File: config.mk
export PLATFORM = sky130hd
export DESIGN_NAME = krt_ctrl
export DESIGN_NICKNAME = d
export VERILOG_FILES = /design/src/krt_pkg.sv /design/src/krt_ctrl.sv
export SDC_FILE = /design/constraint.sdc
export NUM_CORES = 1
export LEC_CHECK = 0
export BUFFER_PORTS_ARGS = -buffer_cell sky130_fd_sc_hd__buf_2
export CORE_MARGIN = 8
export CORE_UTILIZATION = 50
export DETAILED_ROUTE_END_ITERATION = 7
export PLACE_DENSITY = 0.75
export SKIP_LAST_GASP = 1
export SYNTH_ARGS = -nofsm -noshare
export SYNTH_HDL_FRONTEND = slang
export SYNTH_SLANG_ARGS = --single-unit
File: constraint.sdc
create_clock -name clk -period 2.5 [get_ports clk]
set_clock_uncertainty 0.1 [all_clocks]
set_input_delay 0.125 -clock clk [delete_from_list [all_inputs] [get_ports clk]]
set_output_delay 0.125 -clock clk [all_outputs]
set_load 0.02 [all_outputs]
File: src/krt_pkg.sv
`default_nettype none

package krt_pkg;

    // table size default
    localparam int MAX_ENTRIES_DEF = 10;

    // text and record widths
    localparam int KEY_BYTES  = 29;
    localparam int KIND_BYTES = 19;
    localparam int KEY_W      = 8 * KEY_BYTES;
    localparam int KIND_W     = 8 * KIND_BYTES;
    localparam int AMOUNT_W   = 32;
    localparam int FILL_W     = 7;
    localparam int OP_W       = 2;
    localparam int STATUS_W   = 2;

    // opcodes
    localparam logic [OP_W-1:0] OP_INSERT = 2'd0;
    localparam logic [OP_W-1:0] OP_REMOVE = 2'd1;
    localparam logic [OP_W-1:0] OP_LOOKUP = 2'd2;
    localparam logic [OP_W-1:0] OP_LIST   = 2'd3;

    // result status codes
    localparam logic [STATUS_W-1:0] ST_OK       = 2'd0;
    localparam logic [STATUS_W-1:0] ST_FULL     = 2'd1;
    localparam logic [STATUS_W-1:0] ST_EMPTY    = 2'd2;
    localparam logic [STATUS_W-1:0] ST_NOTFOUND = 2'd3;

    // one stored record, text packed with byte i at bits 8i+7:8i
    typedef struct packed {
        logic [AMOUNT_W-1:0] amount;
        logic [KIND_W-1:0]   kind;
        logic [KEY_W-1:0]    key;
    } record_t;

    localparam int REC_W = $bits(record_t);

    // controller to datapath commands
    typedef struct packed {
        logic                rd_en;
        logic                wr_en;
        logic                wsel_rd;
        logic                cap_in;
        logic                cap_rd;
        logic                load_out;
        logic                zero_out;
        logic                last;
        logic [STATUS_W-1:0] status;
    } dp_cmd_t;

    // datapath to controller status
    typedef struct packed {
        logic match;
        logic out_free;
    } dp_stat_t;

    // clear every byte after the first nul of a name
    function automatic logic [KEY_W-1:0] trim_key(input logic [KEY_W-1:0] t);
        logic             ended;
        logic [KEY_W-1:0] r;
        ended = 1'b0;
        r     = t;
        for (int i = 0; i < KEY_BYTES; i++)
        begin
            if (ended)
                r[8*i +: 8] = 8'h00;
            else if (t[8*i +: 8] == 8'h00)
                ended = 1'b1;
        end
        return r;
    endfunction

    // clear every byte after the first nul of a type
    function automatic logic [KIND_W-1:0] trim_kind(input logic [KIND_W-1:0] t);
        logic              ended;
        logic [KIND_W-1:0] r;
        ended = 1'b0;
        r     = t;
        for (int i = 0; i < KIND_BYTES; i++)
        begin
            if (ended)
                r[8*i +: 8] = 8'h00;
            else if (t[8*i +: 8] == 8'h00)
                ended = 1'b1;
        end
        return r;
    endfunction

endpackage

`default_nettype wire

File: src/krt_ctrl.sv
`default_nettype none

module krt_ctrl #(
    parameter int MAX_ENTRIES = krt_pkg::MAX_ENTRIES_DEF,
    localparam int IDX_W = (MAX_ENTRIES > 1) ? $clog2(MAX_ENTRIES) : 1,
    localparam int CNT_W = $clog2(MAX_ENTRIES + 1)
) (
    input  wire logic                 clk,
    input  wire logic                 rst_n,
    input  wire logic                 in_valid,
    input  wire logic [1:0]           opcode,
    output logic                      in_ready,
    input  wire krt_pkg::dp_stat_t    stat,
    output krt_pkg::dp_cmd_t          cmd,
    output logic [IDX_W-1:0]          rd_addr,
    output logic [IDX_W-1:0]          wr_addr,
    output logic [CNT_W-1:0]          count
);
    import krt_pkg::*;

    localparam logic [2:0] S_IDLE  = 3'd0;
    localparam logic [2:0] S_INS   = 3'd1;
    localparam logic [2:0] S_RD    = 3'd2;
    localparam logic [2:0] S_CMP   = 3'd3;
    localparam logic [2:0] S_RM_RD = 3'd4;
    localparam logic [2:0] S_RM_WR = 3'd5;
    localparam logic [2:0] S_EMIT  = 3'd6;

    logic [2:0]          state_reg, state_next;
    logic [CNT_W-1:0]    count_reg, count_next;
    logic [IDX_W-1:0]    idx_reg, idx_next;
    logic [OP_W-1:0]     op_reg, op_next;
    logic [STATUS_W-1:0] status_reg, status_next;
    logic                zero_reg, zero_next;
    logic                last_reg, last_next;
    logic                at_last;
    logic [CNT_W-1:0]    last_slot;

    // current entry is the last one held
    assign at_last   = ((CNT_W'(idx_reg) + CNT_W'(1)) == count_reg);
    assign last_slot = count_reg - CNT_W'(1);

    // sequencer
    always_comb
    begin
        state_next  = state_reg;
        count_next  = count_reg;
        idx_next    = idx_reg;
        op_next     = op_reg;
        status_next = status_reg;
        zero_next   = zero_reg;
        last_next   = last_reg;
        cmd         = '0;
        cmd.status  = status_reg;
        cmd.zero_out = zero_reg;
        cmd.last    = last_reg;
        rd_addr     = idx_reg;
        wr_addr     = idx_reg;
        in_ready    = 1'b0;

        unique case (state_reg)
            S_IDLE:
            begin
                in_ready = 1'b1;
                if (in_valid)
                begin
                    cmd.cap_in = 1'b1;
                    op_next    = opcode;
                    idx_next   = '0;
                    last_next  = 1'b1;
                    zero_next  = 1'b0;
                    status_next = ST_OK;
                    if (opcode == OP_INSERT)
                    begin
                        if (count_reg >= CNT_W'(MAX_ENTRIES))
                        begin
                            status_next = ST_FULL;
                            zero_next   = 1'b1;
                            state_next  = S_EMIT;
                        end
                        else
                        begin
                            state_next = S_INS;
                        end
                    end
                    else if (count_reg == '0)
                    begin
                        status_next = ST_EMPTY;
                        zero_next   = 1'b1;
                        state_next  = S_EMIT;
                    end
                    else
                    begin
                        state_next = S_RD;
                    end
                end
            end

            // append at the fill position
            S_INS:
            begin
                cmd.wr_en  = 1'b1;
                wr_addr    = count_reg[IDX_W-1:0];
                count_next = count_reg + CNT_W'(1);
                state_next = S_EMIT;
            end

            S_RD:
            begin
                cmd.rd_en  = 1'b1;
                state_next = S_CMP;
            end

            // read data is valid here
            S_CMP:
            begin
                if (op_reg == OP_LIST)
                begin
                    cmd.cap_rd = 1'b1;
                    last_next  = at_last;
                    state_next = S_EMIT;
                end
                else if (stat.match)
                begin
                    cmd.cap_rd = 1'b1;
                    state_next = (op_reg == OP_LOOKUP) ? S_EMIT : S_RM_RD;
                end
                else if (at_last)
                begin
                    status_next = ST_NOTFOUND;
                    zero_next   = 1'b1;
                    state_next  = S_EMIT;
                end
                else
                begin
                    idx_next   = idx_reg + IDX_W'(1);
                    state_next = S_RD;
                end
            end

            // fetch the last record to fill the hole
            S_RM_RD:
            begin
                cmd.rd_en  = 1'b1;
                rd_addr    = last_slot[IDX_W-1:0];
                state_next = S_RM_WR;
            end

            S_RM_WR:
            begin
                cmd.wr_en   = 1'b1;
                cmd.wsel_rd = 1'b1;
                count_next  = last_slot;
                state_next  = S_EMIT;
            end

            // hand the result to the output register
            S_EMIT:
            begin
                if (stat.out_free)
                begin
                    cmd.load_out = 1'b1;
                    if (op_reg == OP_LIST && !last_reg)
                    begin
                        idx_next   = idx_reg + IDX_W'(1);
                        state_next = S_RD;
                    end
                    else
                    begin
                        state_next = S_IDLE;
                    end
                end
            end

            default:
            begin
                state_next = S_IDLE;
            end
        endcase
    end

    always_ff @(posedge clk or negedge rst_n)
    begin
        if (!rst_n)
        begin
            state_reg <= S_IDLE;
            count_reg <= '0;
        end
        else
        begin
            state_reg <= state_next;
            count_reg <= count_next;
        end
    end

    always_ff @(posedge clk)
    begin
        idx_reg    <= idx_next;
        op_reg     <= op_next;
        status_reg <= status_next;
        zero_reg   <= zero_next;
        last_reg   <= last_next;
    end

    assign count = count_reg;

endmodule

`default_nettype wire

== Word-level counts from Yosys, hierarchy flattened ==
Cells that the tools add are included.

* Logic and storage cells: 94
* Register bits: 17
* Bits of input ports: 7

* $lt $le $gt $ge: 1
* Equality and inequality tests: 17
* Add/subtract/negate cells: 3
* Reduce and logical (&&, ||, !) cells: 15
* Multiplexer cells: 51

{| class="wikitable"
|+ Operator list
! kind !! count
|-
| 2-to-1 mux 4 bit || 8
|-
| 2-to-1 mux 3 bit || 8
|-
| 2-to-1 mux 1 bit || 21
|-
| one-hot mux 3 bit (6 select lines) || 1
|-
| 2-to-1 mux 2 bit || 8
|-
| != test 2 bit (second input constant) || 8
|-
| one-hot mux 4 bit (3 select lines) || 1
|-
| == test 3 bit (second input constant) || 3
|-
| adder 4 x 1 -> 4 bit (second input constant) || 2
|-
| one-hot mux 4 bit (2 select lines) || 1
|-
| AND reduction 7 bit || 1
|-
| == test 3 x 2 -> 1 bit (second input constant) || 2
|-
| AND reduction 5 bit || 1
|-
| == test 2 bit (second input constant) || 2
|-
| == test 4 bit || 1
|-
| >= comparator 4 bit (second input constant) || 1
|-
| logical NOT 4 bit || 1
|-
| one-hot mux 1 bit (2 select lines) || 2
|-
| one-hot mux 2 bit (2 select lines) || 1
|-
| AND reduction 2 bit || 2
|-
| nonzero test 2 bit || 2
|-
| OR reduction 2 bit || 2
|-
| subtractor 4 x 1 -> 4 bit (second input constant) || 1
|-
| == test 3 x 1 -> 1 bit (second input constant) || 1
|-
| 6 further kinds || 6
|}

== Depth between registers and ports, before layout ==
Gate-level depths: netlist (run 1).

* Depth in word-level cells: 6
* Depth in mapped cells: 7
* Depth with buffers taken out: 6

== Worst setup path after synthesis (run 1) ==
OpenSTA, ideal clock, no wires.

* Kind: reg-to-reg
* Start point: reg idx_reg[0]
* End point: reg status_reg[0], enable pin
* Cell stages (with the launch flop): 6
* Setup time: 0.355 ns
* Data required time: 2.045 ns
* Arrival: 1.606 ns
* Path slack: 0.439 ns
* Path through: edfxtp_1 -> ha_1 -> xnor2_1 -> xor2_1 -> nand4_1 -> o31ai_1

* Longest elaborated chain between the ends: 4

{| class="wikitable"
|+ Ends and longest elaborated chain
! item !! line !! source
|-
| start, declared || krt_ctrl.sv:31 || <nowiki>logic [IDX_W-1:0] idx_reg, idx_next;</nowiki>
|-
| start signal, assigned || krt_ctrl.sv:198 || <nowiki>idx_reg <= idx_next;</nowiki>
|-
| adder 4 x 1 -> 4 bit || krt_ctrl.sv:40 || <nowiki>assign at_last = ((CNT_W'(idx_reg) + CNT_W'(1)) == count_reg);</nowiki>
|-
| == test 4 bit || krt_ctrl.sv:40 ||
|-
| != test 2 bit (no source line) || - ||
|-
| AND reduction 5 bit (no source line) || - ||
|-
| end signal, assigned || krt_ctrl.sv:200 || <nowiki>status_reg <= status_next;</nowiki>
|-
| end, declared || krt_ctrl.sv:33 || <nowiki>logic [STATUS_W-1:0] status_reg, status_next;</nowiki>
|}

Every way passes these cells.
A chain may end at the register's enable or synchronous reset.

== Worst setup path after layout (run 1) ==
* Start point: reg state_reg[1]
* End point: out wr_addr[2]

* Longest elaborated chain between the ends: 2

{| class="wikitable"
|+ Ends and longest elaborated chain
! item !! line !! source
|-
| start, declared || krt_ctrl.sv:29 || <nowiki>logic [2:0] state_reg, state_next;</nowiki>
|-
| start signal, assigned || krt_ctrl.sv:191 || <nowiki>state_reg <= state_next;</nowiki>
|-
| == test 3 x 1 -> 1 bit || krt_ctrl.sv:61 || <nowiki>unique case (state_reg)</nowiki>
|-
| 2-to-1 mux 4 bit || krt_ctrl.sv:61 ||
|-
| end, declared || krt_ctrl.sv:16 || <nowiki>output logic [IDX_W-1:0] wr_addr,</nowiki>
|}

Every way passes these cells.

==> results of run 1 <==
==> layer usage <==
metal  up-vias  global-route usage, %  routed length (µm)
li1        478                      -                   -
met1       452                   14.8                1220
met2        38                   19.2                1110
met3         6                   5.40                 225
met4         0                   7.36                  50
met5         -                      0                   0
==> kinds of logic after synthesis <==
| group | Yosys count | share of synthesized area, % |
|---|---|---|
| AND/OR/NAND/NOR | 45 | 18.4 |
| AO/OA/AOI/OAI | 23 | 14.1 |
| flip-flops | 17 | 40.9 |
| buffers and inverters | 16 | 6.90 |
| XOR/XNOR | 14 | 10.6 |
| multiplexers | 5 | 4.74 |
| adder cells (fa/ha/maj) | 4 | 4.31 |
==> stage by stage <==
step	std cells	total power, mW	cell area, µm²
2_1_floorplan	124	1.43	1160
3_3_place_gp	172	1.66	1290
3_5_place_dp	172	1.69	1290
4_1_cts	179	1.85	1340
5_1_grt	179	1.99	1340
6_report	179	1.84	1340
==> cell usage after synthesis (all sizes together) (3+ instances only) <==
cell / count
nor2: 14
a21oi: 3
inv: 7
xor2: 6
nand2: 12
xnor2: 8
mux2: 4
edfxtp: 10
buf: 8
o21ai: 8
dfrtp: 7
nor2b: 3
o211a: 3
nor3: 3
nand3: 3
ha: 4
nand2b: 3
==> area by class of cell <==
type | count | area [µm²] | share of cell area, %
Clock buffer | 4 | 26.3 | 1.96
Inverter | 7 | 26.3 | 1.96
Sequential cell | 17 | 475 | 35.4
Multi-Input combinational cell | 91 | 606 | 45.1
Timing Repair Buffer | 32 | 175 | 13.0
Tap cell | 28 | 35.0 | 2.61
==> power by group through the flow <==
stage          Clock, mW  Combinational, mW  Sequential, mW
3_3_place_gp           0               1.03           0.636
2_1_floorplan          0              0.875           0.560
6_report           0.147               1.05           0.641
4_1_cts            0.150               1.06           0.638
5_1_grt            0.161               1.17           0.667
3_5_place_dp           0               1.05           0.646
==> critical path: stages, from the launching register on <==
cell      delay [ps]
dfrtp_1          530
nand2b_1         350
nor2_1           320
mux2_2           380
buf_2            160
==> layout by cell type, fill, tap and decap left out, types with 4 or more instances in the layout <==
cell | netlist | layout
dfrtp_1 | 7 | 7
inv_1 | 7 | 7
o21ai_0 | 7 | 7
edfxtp_1 | 10 | 10
nor2_1 | 14 | 14
xnor2_1 | 8 | 8
buf_2 | 4 | 29
mux2_2 | 4 | 4
nand2_1 | 12 | 12
ha_1 | 4 | 4
xor2_1 | 6 | 6
==> path summary, 6_finish.rpt <==
path | from | cells after the start | to | slack [ps]
setup / recovery | state_reg[1] | 4 | wr_addr[2] | 250
hold / removal | rst_n | 2 | count[0] | 90
setup reg to reg | idx_reg[0] | 5 | zero_reg | 260
hold reg to reg | count[3] | 1 | count[3] | 540
max in group asynchronous | rst_n | 2 | state_reg[2] | 2060
min in group clk | in_valid | 3 | state_reg[0] | 180
==> impl_metrics.csv, run 1 <==
group,metric,value,unit
status,outcome,"complete, no violations",
sta,setup-violations-final,0,
layout,drive_gt1_share,25.2,%
synth,netlist_top_cells_area,"edfxtp_1 (26%), dfrtp_1 (15%), xnor2_1 (6.0%), nor2_1 (4.5%), xor2_1 (4.5%)",
synth,synth_edf_count,10,
sta,fmax,445,MHz
synth,async_flop_share,41.2,%
placement,pre_cts_slack,245,ps
floorplanning,core_region_area,2210,µm²
worst_setup_path,arrival,2020,ps
layout,areaGrowthSynthToFinish,15.7,%
sta,fin_crit,2250,ps
grt,grt_pass1_wl,4.37,mm
synth,synth.avg_cell_area,9.36,µm²
pwr,p_leak,0.621,nW
floorplanning,dieHeight,64.2,µm
grt,antenna_found_initial,0,
synth,ys_seq_elements,17,
clock_network,cts-resized-gates,0,
sta,drv_slew,0,
min_path,hp-class,"in -> async",
synth,netlist_area,1160,µm²
routing,via_per_inst,5.44,
run,max_cap_violations,0,
synth,synth_area_leader_cell,"edfxtp_1",
routing,routed_wl,2.60,mm
routing,ant_nets,0,
synth,synthDistinctLibCells,36,
routing,vias,974,
layout,num-nets-final,163,
grt,grt_max_degree,17,
routing,wire_per_inst,14.5,µm
sta,fin_crit_sh,90.0,%
layout,final_core_util,60.7,%
synth,synth_ff_type,"edfxtp_1",
synth,yosysWarnings,0,
clock_network,hold_buffers,3,
grt,gr-usage-all-layers,12.7,%
sta,worstMarginPinSlew,527,ps
worst_setup_path,crit_path_end_kind,"output port",
clock_network,postCtsSetupRepairBufs,0,
sta,setup_tns,0,ps
routing,drt_iter0_drc,20,
pwr,p_sw_share,49.5,%
synth,syn_inst,124,
worst_setup_path,crit_type,"reg -> out",
synth,synth.top_cell.area_share,25.9,%
grt,grt_pass1_vias,1019,
floorplanning,io_pins,30,
clock_network,path_clk_slew,100,ps
clock_network,clk_latency,280,ps
floorplanning,dieArea,4120,µm²
placement,gp_congestion,0.884,
sta,timing.final.ws_setup,251,ps
routing,drtPass1Iterations,4,
worst_setup_path,worstPathMaxFanout,14,
floorplanning,rows,17,
clock_network,cts_tree,"yes",
worst_setup_path,critPathLaunchType,"register",
floorplanning,die_x,64.2,µm
layout,fill_cells,201,
routing,drc,0,
sta,rsz0062_at_grt,"false",
sta,final_hold_viol_count,0,
pwr,pwr-share-clk,8.0,%
worst_setup_path,required,2280,ps
placement,portBuffers,29,
grt,grt_overflow,0,
clock_network,cts_buffers,3,
pwr,pwr-share-comb,57.1,%
synth,synth_seq_area_share,40.9,%
placement,dp_hpwl,2.01,mm
clock_network,cts_buffer_depth,2,
pwr,power_switching,0.909,mW
pwr,vdd_drop_max,0.840,mV
pwr,internal_power,0.929,mW
clock_network,cts_sinks,17,
floorplanning,start_util,52.5,%
sta,holdWs,88.6,ps
clock_network,htreeDepth,1,
layout,antenna_cells,0,
pwr,p_seq_share,34.9,%
clock_network,ctsRootBufferMaster,"clkbuf_4",
sta,slew_headroom,64.9,%
pwr,p_per_area,1370,nW/µm²
synth,syn_nets,135,
Note: power is estimated with default switching activity, not from simulation.
==> run 2: changes to the inputs <==
- ABC_AREA: not set -> 1
==> run 2 against run 1 <==
Total power increased by 12%. Routed wire length rose by 11%. Critical path depth increased by 2. Combinational power is 23% higher. Maximum frequency rose by 8.3%. Clock power barely moved. Synthesized cell count grew 23%. Sequential cell count stayed put. Non-clock buffer count stayed put. Area after synthesis down 3.0%. Via count up 18%. Critical endpoint is now zero_reg.
==> impl_metrics.csv, run 2 <==
group,metric,value,unit
routing,vias,1148,
placement,dp_hpwl,2.27,mm
clock_network,cts_buffers,3,
status,outcome,"complete, no violations",
pwr,vdd_drop_max,0.878,mV
routing,drt_iter0_drc,52,
layout,areaGrowthSynthToFinish,19.2,%
clock_network,cts_buffer_depth,2,
min_path,hold_path_depth,4,
placement,portBuffers,29,
pwr,p_per_area,1530,nW/µm²
worst_setup_path,worstPathMaxFanout,7,
synth,synth_seq_area_share,42.2,%
placement,pre_cts_slack,432,ps
synth,synth-compound-area-share,9.89,%
sta,slew_headroom,76.0,%
sta,fin_crit,2080,ps
grt,grt_max_degree,11,
worst_setup_path,reg2regPathDepth,6,
clock_network,cts_tree,"yes",
worst_setup_path,required,2370,ps
grt,grt_pass1_vias,1126,
floorplanning,die_x,63.5,µm
clock_network,ctsRootBufferMaster,"clkbuf_4",
floorplanning,dieArea,4030,µm²
sta,fmax,482,MHz
clock_network,cts-resized-gates,0,
grt,antenna_found_initial,0,
layout,final_common_cell,"nand2_1",
routing,via_per_inst,5.36,
layout,fill_cells,226,
synth,synth.top_cell.area_share,26.7,%
synth,syn_inst,153,
sta,holdWs,25.7,ps
synth,ys_seq_elements,17,
synth,synth-xor-area-share,5.44,%
synth,yosysWarnings,0,
sta,timing.final.ws_setup,424,ps
sta,worstMarginPinSlew,359,ps
synth,async_flop_share,41.2,%
layout,final_core_util,61.9,%
clock_network,postCtsSetupRepairBufs,0,
synth,synth_fa_ha_area_share,4.44,%
synth,synth_ff_type,"edfxtp_1",
synth,synth_area_leader_cell,"edfxtp_1",
layout,drive_gt1_share,18.3,%
synth,synth_edf_count,10,
layout,num-nets-final,198,
routing,routed_wl,2.90,mm
synth,netlist_area,1130,µm²
worst_setup_path,critPathLaunchType,"register",
pwr,finalPower,2.05,mW
sta,setup_tns,0,ps
routing,drc,0,
layout,antenna_cells,0,
clock_network,clk_latency,290,ps
floorplanning,dieHeight,63.5,µm
routing,wire_per_inst,13.5,µm
grt,grt_pass1_wl,5.05,mm
routing,ant_nets,0,
worst_setup_path,crit_path_end_kind,"register",
grt,gr-usage-all-layers,15.1,%
clock_network,path_clk_slew,100,ps
sta,drv_slew,0,
floorplanning,rows,17,
synth,syn_nets,164,
min_path,hp-class,"in -> reg",
pwr,p_leak,0.721,nW
worst_setup_path,arrival,1950,ps
grt,grt_overflow,0,
floorplanning,core_region_area,2170,µm²
synth,synth_top_family_by_area,"simple AND/OR/NAND/NOR gates",
floorplanning,start_util,51.9,%
sta,final_hold_viol_count,0,
synth,netlist_top_cells_count,"nand2_1 (37), inv_1 (24), nor2_1 (21)",
placement,gp_congestion,0.876,
synth,yosys.cell_count.top_type,"nand2_1",
routing,drtPass1Iterations,4,
clock_network,htreeDepth,1,
run,max_cap_violations,0,
sta,rsz0062_at_grt,"false",
layout,mostFrequentLayoutCells,"nand2_1 (37), buf_2 (29), inv_1 (24)",
sta,fin_crit_sh,83.0,%
synth,synthMuxAreaShare,0,%
synth,netlist_top_cells_area,"edfxtp_1 (27%), dfrtp_1 (16%), nand2_1 (12%), inv_1 (8.0%), nor2_1 (7.0%)",
worst_setup_path,crit_type,"reg -> reg",
clock_network,cts_sinks,17,
synth,synthDistinctLibCells,21,
synth,synth.avg_cell_area,7.36,µm²
synth,synth-simple-area-share,28.2,%
sta,setup-violations-final,0,
floorplanning,io_pins,30,
run 2: cell types whose count changed after synthesis, moves of 4 or more:
| cell | previous run | this run |
|---|---|---|
| nor2_1 | 14 | 21 |
| nand3_1 | 3 | 14 |
| nand2_1 | 12 | 37 |
| inv_1 | 7 | 24 |
| o21ai_0 | 7 | 11 |
| mux2_2 | 4 | 0 |
| xnor2_1 | 8 | 2 |
run 2: worst max-delay path, cell delays in order, from the launching register on:
cell      delay, ps
edfxtp_1        510
ha_1            370
xnor2_1         140
nand2_1          70
nor2_1          100
nand3_1         150
a21oi_1         320
run 2: what timing repair did:
| action | CTS | global route |
|---|---|---|
| hold buffers | 3 | 0 |
| setup endpoints to repair | 0 | 0 |
| endpoints found under the hold margin | 9 | 0 |
run 2: cell families (layout without fill, tap and decap cells):
family,after synthesis,after routing
AOI/OAI and AO/OA,21,21
xor gates and xnor gates,7,7
adders and majority gates,4,4
buffers and inverters,27,60
DFF,17,17
and+or+nand+nor,77,77
run 2: cell type report:
class	instances	area [µm²]	share of cell area, %
Sequential cell	17	475	35.4
Timing Repair Buffer	32	175	13.0
Clock buffer	4	26.3	1.96
Multi-Input combinational cell	109	541	40.3
Tap cell	28	35.0	2.61
Inverter	24	90.1	6.71
run 2: where the power goes:
| group | internal, mW | switching (mW) |
|---|---|---|
| registers | 0.463 | 0.154 |
| logic | 0.423 | 0.865 |
| clock network | 0.0620 | 0.0868 |
| total | 0.948 | 1.11 |
run 2: stage by stage:
| stage | cells | cell area [µm²] |
|---|---|---|
| finish | 214 | 1340 |
| global route | 214 | 1340 |
| CTS | 214 | 1340 |
| detailed placement | 207 | 1290 |
| global placement | 207 | 1290 |
| floorplan | 153 | 1130 |
run 2: routing by layer:
layer | vias up | global-route usage (%) | wire length (µm)
met5 | - | 0 | 0
met4 | 0 | 5.29 | 51
met3 | 8 | 4.24 | 237
met2 | 53 | 25.5 | 1470
met1 | 523 | 17.9 | 1140
li1 | 564 | - | -
run 2: path summary, 6_finish.rpt:
kind | from | to | slack, ps
worst max register to register | idx_reg[0] | zero_reg | 420
max in group asynchronous | rst_n | count[3] | 2070
worst min register to register | count[0] | count[0] | 560
worst min-delay path | stat[0] | state_reg[2] | 30
worst max-delay path | idx_reg[0] | zero_reg | 420
min in group asynchronous | rst_n | count[1] | 80
